**src/rtl/mdss_pkg.sv**
```systemverilog
// Package for the multiplexed decimal seven-segment unit.
// Holds the sequencer state type, the control struct and the digit pattern decoder.
// No dependencies.
`timescale 1ns / 1ps
`default_nettype none

package mdss_pkg;

   // Width of the binary value taken by a load.
   localparam int unsigned VALUE_W    = 16;
   // Decimal digits needed to hold any 16-bit value.
   localparam int unsigned BCD_DIGITS = 5;
   localparam int unsigned BCD_W      = 4 * BCD_DIGITS;
   // Width of the shift counter of the binary-to-decimal conversion.
   localparam int unsigned STEP_W     = 4;
   localparam int unsigned SEG_W      = 7;
   localparam int unsigned EN_W       = 4;

   // Request kinds carried in tuser.
   localparam logic REQ_LOAD = 1'b0;
   localparam logic REQ_SCAN = 1'b1;

   // Pattern for the digit 0, used for positions above the converted digits.
   localparam logic [SEG_W-1:0] SEG_ZERO = 7'h3F;

   typedef enum logic [1:0] {
      ST_IDLE,
      ST_CONVERT,
      ST_FINISH
   } state_type;

   // Control from the sequencer to the pattern store and drive.
   typedef struct packed {
      logic store_write;
      logic scan_tick;
   } ctrl_type;

   // Active-high segment pattern, bit 0 = a up to bit 6 = g.
   function automatic logic [SEG_W-1:0] seg_of(input logic [3:0] digit);
      logic [SEG_W-1:0] seg;
      case (digit)
         4'd0: seg = 7'h3F;
         4'd1: seg = 7'h06;
         4'd2: seg = 7'h5B;
         4'd3: seg = 7'h4F;
         4'd4: seg = 7'h66;
         4'd5: seg = 7'h6D;
         4'd6: seg = 7'h7D;
         4'd7: seg = 7'h07;
         4'd8: seg = 7'h7F;
         4'd9: seg = 7'h6F;
         default: seg = '0;
      endcase
      return seg;
   endfunction

endpackage

`default_nettype wire

```
**src/rtl/mdss_dabble.sv**
```systemverilog
// Iterative binary-to-decimal converter: one add-3-and-shift step per cycle.
// Depends on mdss_pkg.
`timescale 1ns / 1ps
`default_nettype none

module mdss_dabble (
   input  wire logic                            clock,
   input  wire logic                            reset,
   input  wire logic                            start,
   input  wire logic [mdss_pkg::VALUE_W-1:0]    value,
   output logic                                 done,
   output logic [mdss_pkg::BCD_W-1:0]           bcd
);

   logic [mdss_pkg::VALUE_W-1:0] bin_ff, bin_in;
   logic [mdss_pkg::BCD_W-1:0]   bcd_ff, bcd_in;
   logic [mdss_pkg::STEP_W-1:0]  step_ff, step_in;
   logic                         busy_ff, busy_in;
   logic                         done_ff, done_in;
   logic [mdss_pkg::BCD_W-1:0]   adjusted;

   // Each decimal digit of five or more gets three added before the shift.
   always_comb begin
      for (int i = 0; i < int'(mdss_pkg::BCD_DIGITS); i++) begin
         adjusted[4*i +: 4] = (bcd_ff[4*i +: 4] >= 4'd5) ?
                              bcd_ff[4*i +: 4] + 4'd3 : bcd_ff[4*i +: 4];
      end
   end

   always_comb begin
      bin_in  = bin_ff;
      bcd_in  = bcd_ff;
      step_in = step_ff;
      busy_in = busy_ff;
      done_in = 1'b0;
      if (start) begin
         bin_in  = value;
         bcd_in  = '0;
         step_in = '0;
         busy_in = 1'b1;
      end else if (busy_ff) begin
         bcd_in  = {adjusted[mdss_pkg::BCD_W-2:0], bin_ff[mdss_pkg::VALUE_W-1]};
         bin_in  = {bin_ff[mdss_pkg::VALUE_W-2:0], 1'b0};
         step_in = step_ff + 1'b1;
         if (step_ff == '1) begin
            busy_in = 1'b0;
            done_in = 1'b1;
         end
      end
   end

   always_ff @(posedge clock) begin
      if (reset) begin
         busy_ff <= 1'b0;
         done_ff <= 1'b0;
         step_ff <= '0;
      end else begin
         busy_ff <= busy_in;
         done_ff <= done_in;
         step_ff <= step_in;
      end
   end

   always_ff @(posedge clock) begin
      bin_ff <= bin_in;
      bcd_ff <= bcd_in;
   end

   assign done = done_ff;
   assign bcd  = bcd_ff;

endmodule

`default_nettype wire

```
**src/rtl/mdss_scan.sv**
```systemverilog
// Pattern store, scan position and segment/enable drive registers.
// Depends on mdss_pkg.
`timescale 1ns / 1ps
`default_nettype none

module mdss_scan #(
   parameter int unsigned DIGITS = 4
) (
   input  wire logic                          clock,
   input  wire logic                          reset,
   input  wire mdss_pkg::ctrl_type            ctrl,
   input  wire logic [mdss_pkg::BCD_W-1:0]    bcd,
   output logic [mdss_pkg::SEG_W-1:0]         segment_drive,
   output logic [mdss_pkg::EN_W-1:0]          enable_drive
);

   localparam int unsigned POS_W = (DIGITS > 1) ? $clog2(DIGITS) : 1;

   logic [mdss_pkg::SEG_W-1:0] store_ff [DIGITS];
   logic [mdss_pkg::SEG_W-1:0] pattern_in [DIGITS];
   logic [POS_W-1:0]           pos_ff, pos_in;
   logic [mdss_pkg::SEG_W-1:0] seg_ff, seg_in;
   logic [mdss_pkg::EN_W-1:0]  en_ff, en_in;
   logic [mdss_pkg::EN_W-1:0]  en_onehot;

   // Positions beyond the converted digits are loaded with the pattern for 0.
   for (genvar g = 0; g < int'(DIGITS); g++) begin : g_pattern
      if (g < int'(mdss_pkg::BCD_DIGITS)) begin : g_conv
         assign pattern_in[g] = mdss_pkg::seg_of(bcd[4*g +: 4]);
      end else begin : g_zero
         assign pattern_in[g] = mdss_pkg::SEG_ZERO;
      end
   end

   // Digits at position four and up have no enable line and read as all off.
   always_comb begin
      for (int i = 0; i < int'(mdss_pkg::EN_W); i++) begin
         en_onehot[i] = (int'(pos_ff) == i);
      end
   end

   always_comb begin
      pos_in = pos_ff;
      seg_in = seg_ff;
      en_in  = en_ff;
      if (ctrl.scan_tick) begin
         seg_in = store_ff[pos_ff];
         en_in  = en_onehot;
         pos_in = (int'(pos_ff) == int'(DIGITS) - 1) ? '0 : pos_ff + 1'b1;
      end
   end

   always_ff @(posedge clock) begin
      if (reset) begin
         pos_ff <= '0;
         seg_ff <= '0;
         en_ff  <= '0;
         for (int i = 0; i < int'(DIGITS); i++) begin
            store_ff[i] <= '0;
         end
      end else begin
         pos_ff <= pos_in;
         seg_ff <= seg_in;
         en_ff  <= en_in;
         if (ctrl.store_write) begin
            for (int i = 0; i < int'(DIGITS); i++) begin
               store_ff[i] <= pattern_in[i];
            end
         end
      end
   end

   assign segment_drive = seg_ff;
   assign enable_drive  = en_ff;

endmodule

`default_nettype wire

```
**src/rtl/multiplexed_decimal_seven_segment_unit.sv**
```systemverilog
// Top level of the multiplexed decimal seven-segment unit: sequencer and result register.
// Depends on mdss_pkg, mdss_dabble and mdss_scan.
//
// Usage. Items arrive on the req_ stream. req_tuser selects the kind: a load
// carries a 16-bit unsigned number in req_tdata, a scan tick ignores req_tdata.
// Every item yields exactly one item on the rsp_ stream, holding the segment
// drive and the digit enable (one-hot or all off) as they stand after that item.
// A load converts the number to decimal with the add-3-and-shift unit, one
// binary bit per cycle, then writes the pattern store and fills the result
// register, which raises rsp_tvalid. Its result repeats the present drive
// unchanged. A scan tick drives the stored pattern of the current position,
// lights that digit and steps the position on; its result goes into the result
// register from the finish state. req_tready is high only while the sequencer
// is idle, and the sequencer returns to idle in the cycle that fills the result
// register, so a new item is taken only after the previous one has reached the
// result register.
// A finished result waits in the rsp_ register; the next item may already be
// accepted, and its result is held back until the receiver has taken the
// earlier one, so a stalled receiver loses nothing.
// Reset (synchronous, active high) blanks the pattern store, clears the drive
// and the scan position, and leaves the output stream empty.
`timescale 1ns / 1ps
`default_nettype none

module multiplexed_decimal_seven_segment_unit #(
   parameter int unsigned DIGITS = 4
) (
   input  wire logic        clock,
   input  wire logic        reset,
   input  wire logic        req_tvalid,
   output logic             req_tready,
   input  wire logic [15:0] req_tdata,   // [15:0] value
   input  wire logic        req_tuser,   // [0] req_type: 0 load, 1 scan tick
   output logic             rsp_tvalid,
   input  wire logic        rsp_tready,
   output logic [15:0]      rsp_tdata    // [6:0] segments, [10:7] digit_enable, [15:11] zero
);

   mdss_pkg::state_type state_ff, state_in;
   mdss_pkg::ctrl_type  ctrl;

   logic                          accept;
   logic                          dabble_start;
   logic                          dabble_done;
   logic [mdss_pkg::BCD_W-1:0]    bcd;
   logic [mdss_pkg::SEG_W-1:0]    segment_drive;
   logic [mdss_pkg::EN_W-1:0]     enable_drive;
   logic                          rsp_load;
   logic                          rsp_valid_ff, rsp_valid_in;
   logic [15:0]                   rsp_data_ff, rsp_data_in;

   assign accept = req_tvalid && req_tready;

   // The converter does the decimal split for a load.
   mdss_dabble u_dabble (
      .clock (clock),
      .reset (reset),
      .start (dabble_start),
      .value (req_tdata),
      .done  (dabble_done),
      .bcd   (bcd)
   );

   // The pattern store and the multiplex drive.
   mdss_scan #(
      .DIGITS (DIGITS)
   ) u_scan (
      .clock         (clock),
      .reset         (reset),
      .ctrl          (ctrl),
      .bcd           (bcd),
      .segment_drive (segment_drive),
      .enable_drive  (enable_drive)
   );

   // Next state.
   always_comb begin
      state_in = state_ff;
      case (state_ff)
         mdss_pkg::ST_IDLE: begin
            if (accept) begin
               state_in = (req_tuser == mdss_pkg::REQ_LOAD) ?
                          mdss_pkg::ST_CONVERT : mdss_pkg::ST_FINISH;
            end
         end
         mdss_pkg::ST_CONVERT: begin
            if (dabble_done) begin
               state_in = mdss_pkg::ST_FINISH;
            end
         end
         mdss_pkg::ST_FINISH: begin
            if (!rsp_valid_ff || rsp_tready) begin
               state_in = mdss_pkg::ST_IDLE;
            end
         end
         default: state_in = mdss_pkg::ST_IDLE;
      endcase
   end

   // Sequencer outputs.
   always_comb begin
      req_tready       = 1'b0;
      dabble_start     = 1'b0;
      ctrl.store_write = 1'b0;
      ctrl.scan_tick   = 1'b0;
      rsp_load         = 1'b0;
      case (state_ff)
         mdss_pkg::ST_IDLE: begin
            req_tready     = 1'b1;
            dabble_start   = req_tvalid && (req_tuser == mdss_pkg::REQ_LOAD);
            ctrl.scan_tick = req_tvalid && (req_tuser == mdss_pkg::REQ_SCAN);
         end
         mdss_pkg::ST_CONVERT: begin
            ctrl.store_write = dabble_done;
         end
         mdss_pkg::ST_FINISH: begin
            rsp_load = !rsp_valid_ff || rsp_tready;
         end
         default: begin
            req_tready = 1'b0;
         end
      endcase
   end

   // Result register: filled from the drive once the previous result has gone.
   always_comb begin
      rsp_valid_in = rsp_valid_ff;
      rsp_data_in  = rsp_data_ff;
      if (rsp_load) begin
         rsp_valid_in = 1'b1;
         rsp_data_in  = {5'b0, enable_drive, segment_drive};
      end else if (rsp_tready) begin
         rsp_valid_in = 1'b0;
      end
   end

   always_ff @(posedge clock) begin
      if (reset) begin
         state_ff     <= mdss_pkg::ST_IDLE;
         rsp_valid_ff <= 1'b0;
      end else begin
         state_ff     <= state_in;
         rsp_valid_ff <= rsp_valid_in;
      end
   end

   always_ff @(posedge clock) begin
      rsp_data_ff <= rsp_data_in;
   end

   assign rsp_tvalid = rsp_valid_ff;
   assign rsp_tdata  = rsp_data_ff;

endmodule

`default_nettype wire

```
**config.mk**
```make
export PLATFORM = sky130hd
export DESIGN_NAME = multiplexed_decimal_seven_segment_unit
export DESIGN_NICKNAME = d
export VERILOG_FILES = /design/src/rtl/mdss_pkg.sv /design/src/rtl/mdss_dabble.sv /design/src/rtl/mdss_scan.sv /design/src/rtl/multiplexed_decimal_seven_segment_unit.sv
export SDC_FILE = /design/constraint.sdc
export NUM_CORES = 1
export LEC_CHECK = 0
export BUFFER_PORTS_ARGS = -buffer_cell sky130_fd_sc_hd__buf_2
export CAP_MARGIN = 20
export CORE_ASPECT_RATIO = 1.2
export CORE_MARGIN = 2
export CORE_UTILIZATION = 45
export CTS_CLUSTER_SIZE = 12
export DETAILED_ROUTE_END_ITERATION = 8
export GPL_ROUTABILITY_DRIVEN = 0
export GPL_TIMING_DRIVEN = 0
export PLACE_DENSITY = 0.73
export SLEW_MARGIN = 20
export SYNTH_ARGS = -nofsm -noshare
export SYNTH_HDL_FRONTEND = slang
export SYNTH_SLANG_ARGS = --single-unit
```
**constraint.sdc**
```tcl
create_clock -name clock -period 2.4 [get_ports clock]
set_input_delay 0 -clock clock [delete_from_list [all_inputs] [get_ports clock]]
set_output_delay 0 -clock clock [all_outputs]
set_load 0.01 [all_outputs]
```
==> impl_results.md <==
- Status: finished clean
- Post-Synth XOR/XNOR Area: less than 1%
- Worst setup EP type: flop
- FMAX: 0.4294 GHz
- Dpl hpwl: between 8 and 9 mm
- GRT overflow: 0
- Post-layout util: between 50 and 60%
- Max FO, Critical Path: 4
- Final Hold Vio Count: 0
- Post-DRT Antenna Nets: 0
- Reg2reg setup slack: 0.07 ns
- Worst path max stage delay: 0.40 ns
- LEAKAGE: 2.968 nW
- Top-level I/O count: 39
- Vias per cell: approximately 5.3
- Count of different cell masters after synthesis: 60
- Min Clock Period, post-route: 2.329 ns
- Post-synthesis adder-cell area fraction: between 7 and 8%
- CTS clk-pin slew, worst paths: ~0.05 ns
- Headroom to the max-slew limit: between 40% and 50%
- VDD IR-drop max: approximately 0.55 mV
- Least-Margin Pin Slew: 0.8878 ns
- Largest family of logic cells by synthesized area: simple AND/OR/NAND/NOR gates
- Crit-path leading delay family: compound AO/OA/AOI/OAI gates
- Clock Latency Late Sink: 0.41 ns
- Post-synth EDFFs: between 50 and 60
- WL final: 12.29 mm
- Worst Setup Start Kind: flop
- Core Area: 12610 um2
- Clock skew: ~0.0074 ns
- Vias: ~4300
- CTS tree: built
- Pwr/cell area: around 940 nW/um2
- Die ar.: about 14000 um2
- Ys async rst share: 0%
- Crit-path cells: inv_2 -> ha_2 -> nand2b_4 -> a2111oi_4 -> nor3_4 -> nor2_4 -> inv_2 -> ha_4 -> mux2_4 -> a221o_1
- Crit Path Class: flop to flop
- Ranking of synthesized cells by area: edfxtp_1, dfxtp_1, ha_1
- R2r endpoint: u_scan.pattern_in[5]$_DFF_P_
- Post-synth top area cell: edfxtp_1
- Hold Path Origin: req_tvalid
- Antenna Cells: 0
- Final Cycle Share: between 90 and 100%
- Worst hold stages: 5
- Reg2reg start: u_dabble.bcd[13]$_SDFFE_PN0P_
- Layout cells sized above 1: 23.31%
- Worst min path class: input port to flop
- WP buf/inv: 2
- Simple-gate share of the synthesized area: between 10% and 20%
- Yosys warns: 0
- Yosys top cell area share: around 29%
- Clock sinks: around 120
- Initial core utilization: a little under half
- Die X: between 100 and 150 um
- Number of global-route vias before repair: between 4000 and 5000
- Drt drc: 0
- Port Buf Inserts: 33
- Yosys reg bits: between 100 and 150
- Mux share of post-synthesis cell area: under 10%
- Initial antenna violation count: 0
- Max clock buf depth: 2
- Maxcap violations: 0
- Slowest-stage cell, CP: a2111oi_4
- Hold Path End: u_scan.enable_drive[1]$_SDFFE_PP0P_
- Arrival time of the worst setup path: approximately 2.6 ns
- Num CTS Buffers: 17
- RSZ-0062 raised after global routing: yes
- Worst Path Required: between 2 and 3 ns
- GRT Resource Usage Total: a little under a fifth
- Die height: 128.2 um
- Fin nets: 698
- Largest net degree at the start of global routing: 29
- Drt pass-1 iters: 5
- Routed len/inst: roughly 15 um
- Max H-tree Level: 4
- 1st-iter DRT viols: 235
- Slew Viols, Final: 0
- Setup violations, final: 0
- Row count: 45
- Compound-Gate Fraction of Synth Area: 11.65%
- Netlist Area Pre-Place: between 5000 and 6000 um2
- Sequential area share after synthesis: 51.36%
- Root Buffer: clkbuf_16
- Post-synthesis cell count: 550
- Total power: ~6.9 mW
- First-pass GRT wire length: approximately 20 mm
- Area grow syn2layout: 26.18%
- Post-synth top flop: dfxtp_1
- CP most frequent cell: inv_2
- Worst-case reg-to-reg path depth: 10
- Post-Syn Area per Cell: ~11 um2
logic make-up after synthesis:
logic type                 count (synthesis)
AOI/OAI and AO/OA                         97
adders and majority gates                 37
and+or+nand+nor                          209
muxes                                     22
buffers and inverters                     60
xor gates and xnor gates                   3
other                                      1
DFF                                      121
worst register-to-register path, cell delays in order, from the launching register on:
cell and delay [ns]:
dfxtp_4 0.35, inv_2 0.05, ha_2 0.18, nand2b_4 0.16
a2111oi_4 0.40, nor3_4 0.10, nor2_4 0.19, inv_2 0.08
ha_4 0.17, mux2_4 0.25, a221o_1 0.29
per-stage QoR:
stage	TNS [ns]	hold slack, ns	cells	instance area [um2]	setup slack (ns)
4_1_cts	-0.003177	0.01931	804	7084	-0.003177
2_1_floorplan	0	0.07161	554	5834	0.001112
3_3_place_gp	-4.845	0.2392	751	6205	-0.3716
3_5_place_dp	-6.799	0.2520	751	6205	-0.4652
5_1_grt	-0.2616	0.06603	816	7303	-0.08548
6_report	0	0.02783	816	7303	0.07091
worst max path at each step:
stage,from,to,cells after the start
final,u_dabble.bcd[13]$_SDFFE_PN0P_,u_scan.pattern_in[5]$_DFF_P_,10
after global routing,u_dabble.bcd[9]$_SDFFE_PN0P_,u_scan.pattern_in[12]$_DFF_P_,10
after floorplan,u_dabble.bcd[13]$_SDFFE_PN0P_,u_scan.pattern_in[5]$_DFF_P_,10
after global placement,state_ff[0]$_SDFFE_PP0P_,u_scan.pattern_in[21]$_DFF_P_,10
after CTS,u_dabble.bcd[9]$_SDFFE_PN0P_,u_scan.pattern_in[10]$_DFF_P_,12
after detailed placement,state_ff[0]$_SDFFE_PP0P_,u_scan.pattern_in[21]$_DFF_P_,10
layout by cell type (no fill, tap or decap), drive strengths merged, types with 3 or more instances in the layout:
master	count
a2111oi	4
a21o	7
a21oi	27
a221oi	4
a22o	3
a22oi	3
a31oi	5
and2	34
and3	9
buf	68
clkbuf	35
clkinv	4
clkinvlp	3
conb	5
dfxtp	66
dlygate4sd3	18
edfxtp	55
ha	37
inv	28
mux2	4
mux2i	11
mux4	7
nand2	87
nand2b	12
nand3	9
nand3b	3
nor2	23
nor2b	6
nor3	12
o21ai	18
o22ai	15
or2	3
or3b	4
layout make-up:
cell class | instances | area (um2)
fillers | 1012 | 5309
flip-flops and latches | 121 | 2984
multi-input cells | 373 | 2774
clock buffers | 23 | 479.2
repair buffers | 67 | 465.4
well taps | 164 | 205.2
plain buffers | 31 | 191.4
inverters | 29 | 108.9
clock inverters | 8 | 95.09
state kept, by name (all words and copies together) (netlist names):
signal and count:
state_ff 2, rsp_tvalid 1, u_scan.store_ff 28, u_dabble.bin_ff 16, u_scan.enable_drive 4, rsp_tdata 11
u_dabble.step_ff 4, u_scan.segment_drive 7, u_scan.pos_ff 2, u_dabble.bcd 16, u_dabble.done 1, u_scan.pattern_in 28
u_dabble.busy_ff 1
synthesized netlist by cell type, drive strengths merged, types with 4 or more instances:
library cell / count
mux2: 4
clkbuf: 11
and3: 9
a31oi: 5
nand2b: 12
nor3: 12
mux2i: 11
or3b: 4
buf: 20
ha: 37
edfxtp: 55
nand2: 87
nand3: 9
and2: 34
a21o: 7
a21oi: 27
o21ai: 18
nor2b: 6
inv: 28
mux4: 7
nor2: 23
dfxtp: 66
a2111oi: 4
o22ai: 15
a221oi: 4
routing by layer:
metal  vias up  global-route usage (%)  routed length [um]
met5         -                       0                   0
met1      2042                   20.48                5063
li1       2114                       -                   -
met2       111                   33.30                6569
met3        26                   3.813                 375
met4         0                   9.653                 278
power by group:
group          switching (mW)  total (mW)  internal, mW
Sequential              0.134        2.64          2.51
Clock                   0.858        2.46          1.60
Combinational           0.983        1.79         0.809
repair_timing:
| item | CTS | global route |
|---|---|---|
| buffers inserted | 4 | 12 |
| hold endpoints to repair | 19 | 0 |
| setup endpoints to repair | 37 | 37 |
| pin swaps | 3 | 10 |
| hold buffers | 18 | 0 |
| gates resized for setup | 24 | 30 |
No activity file was read; power rests on OpenSTA's default activity.
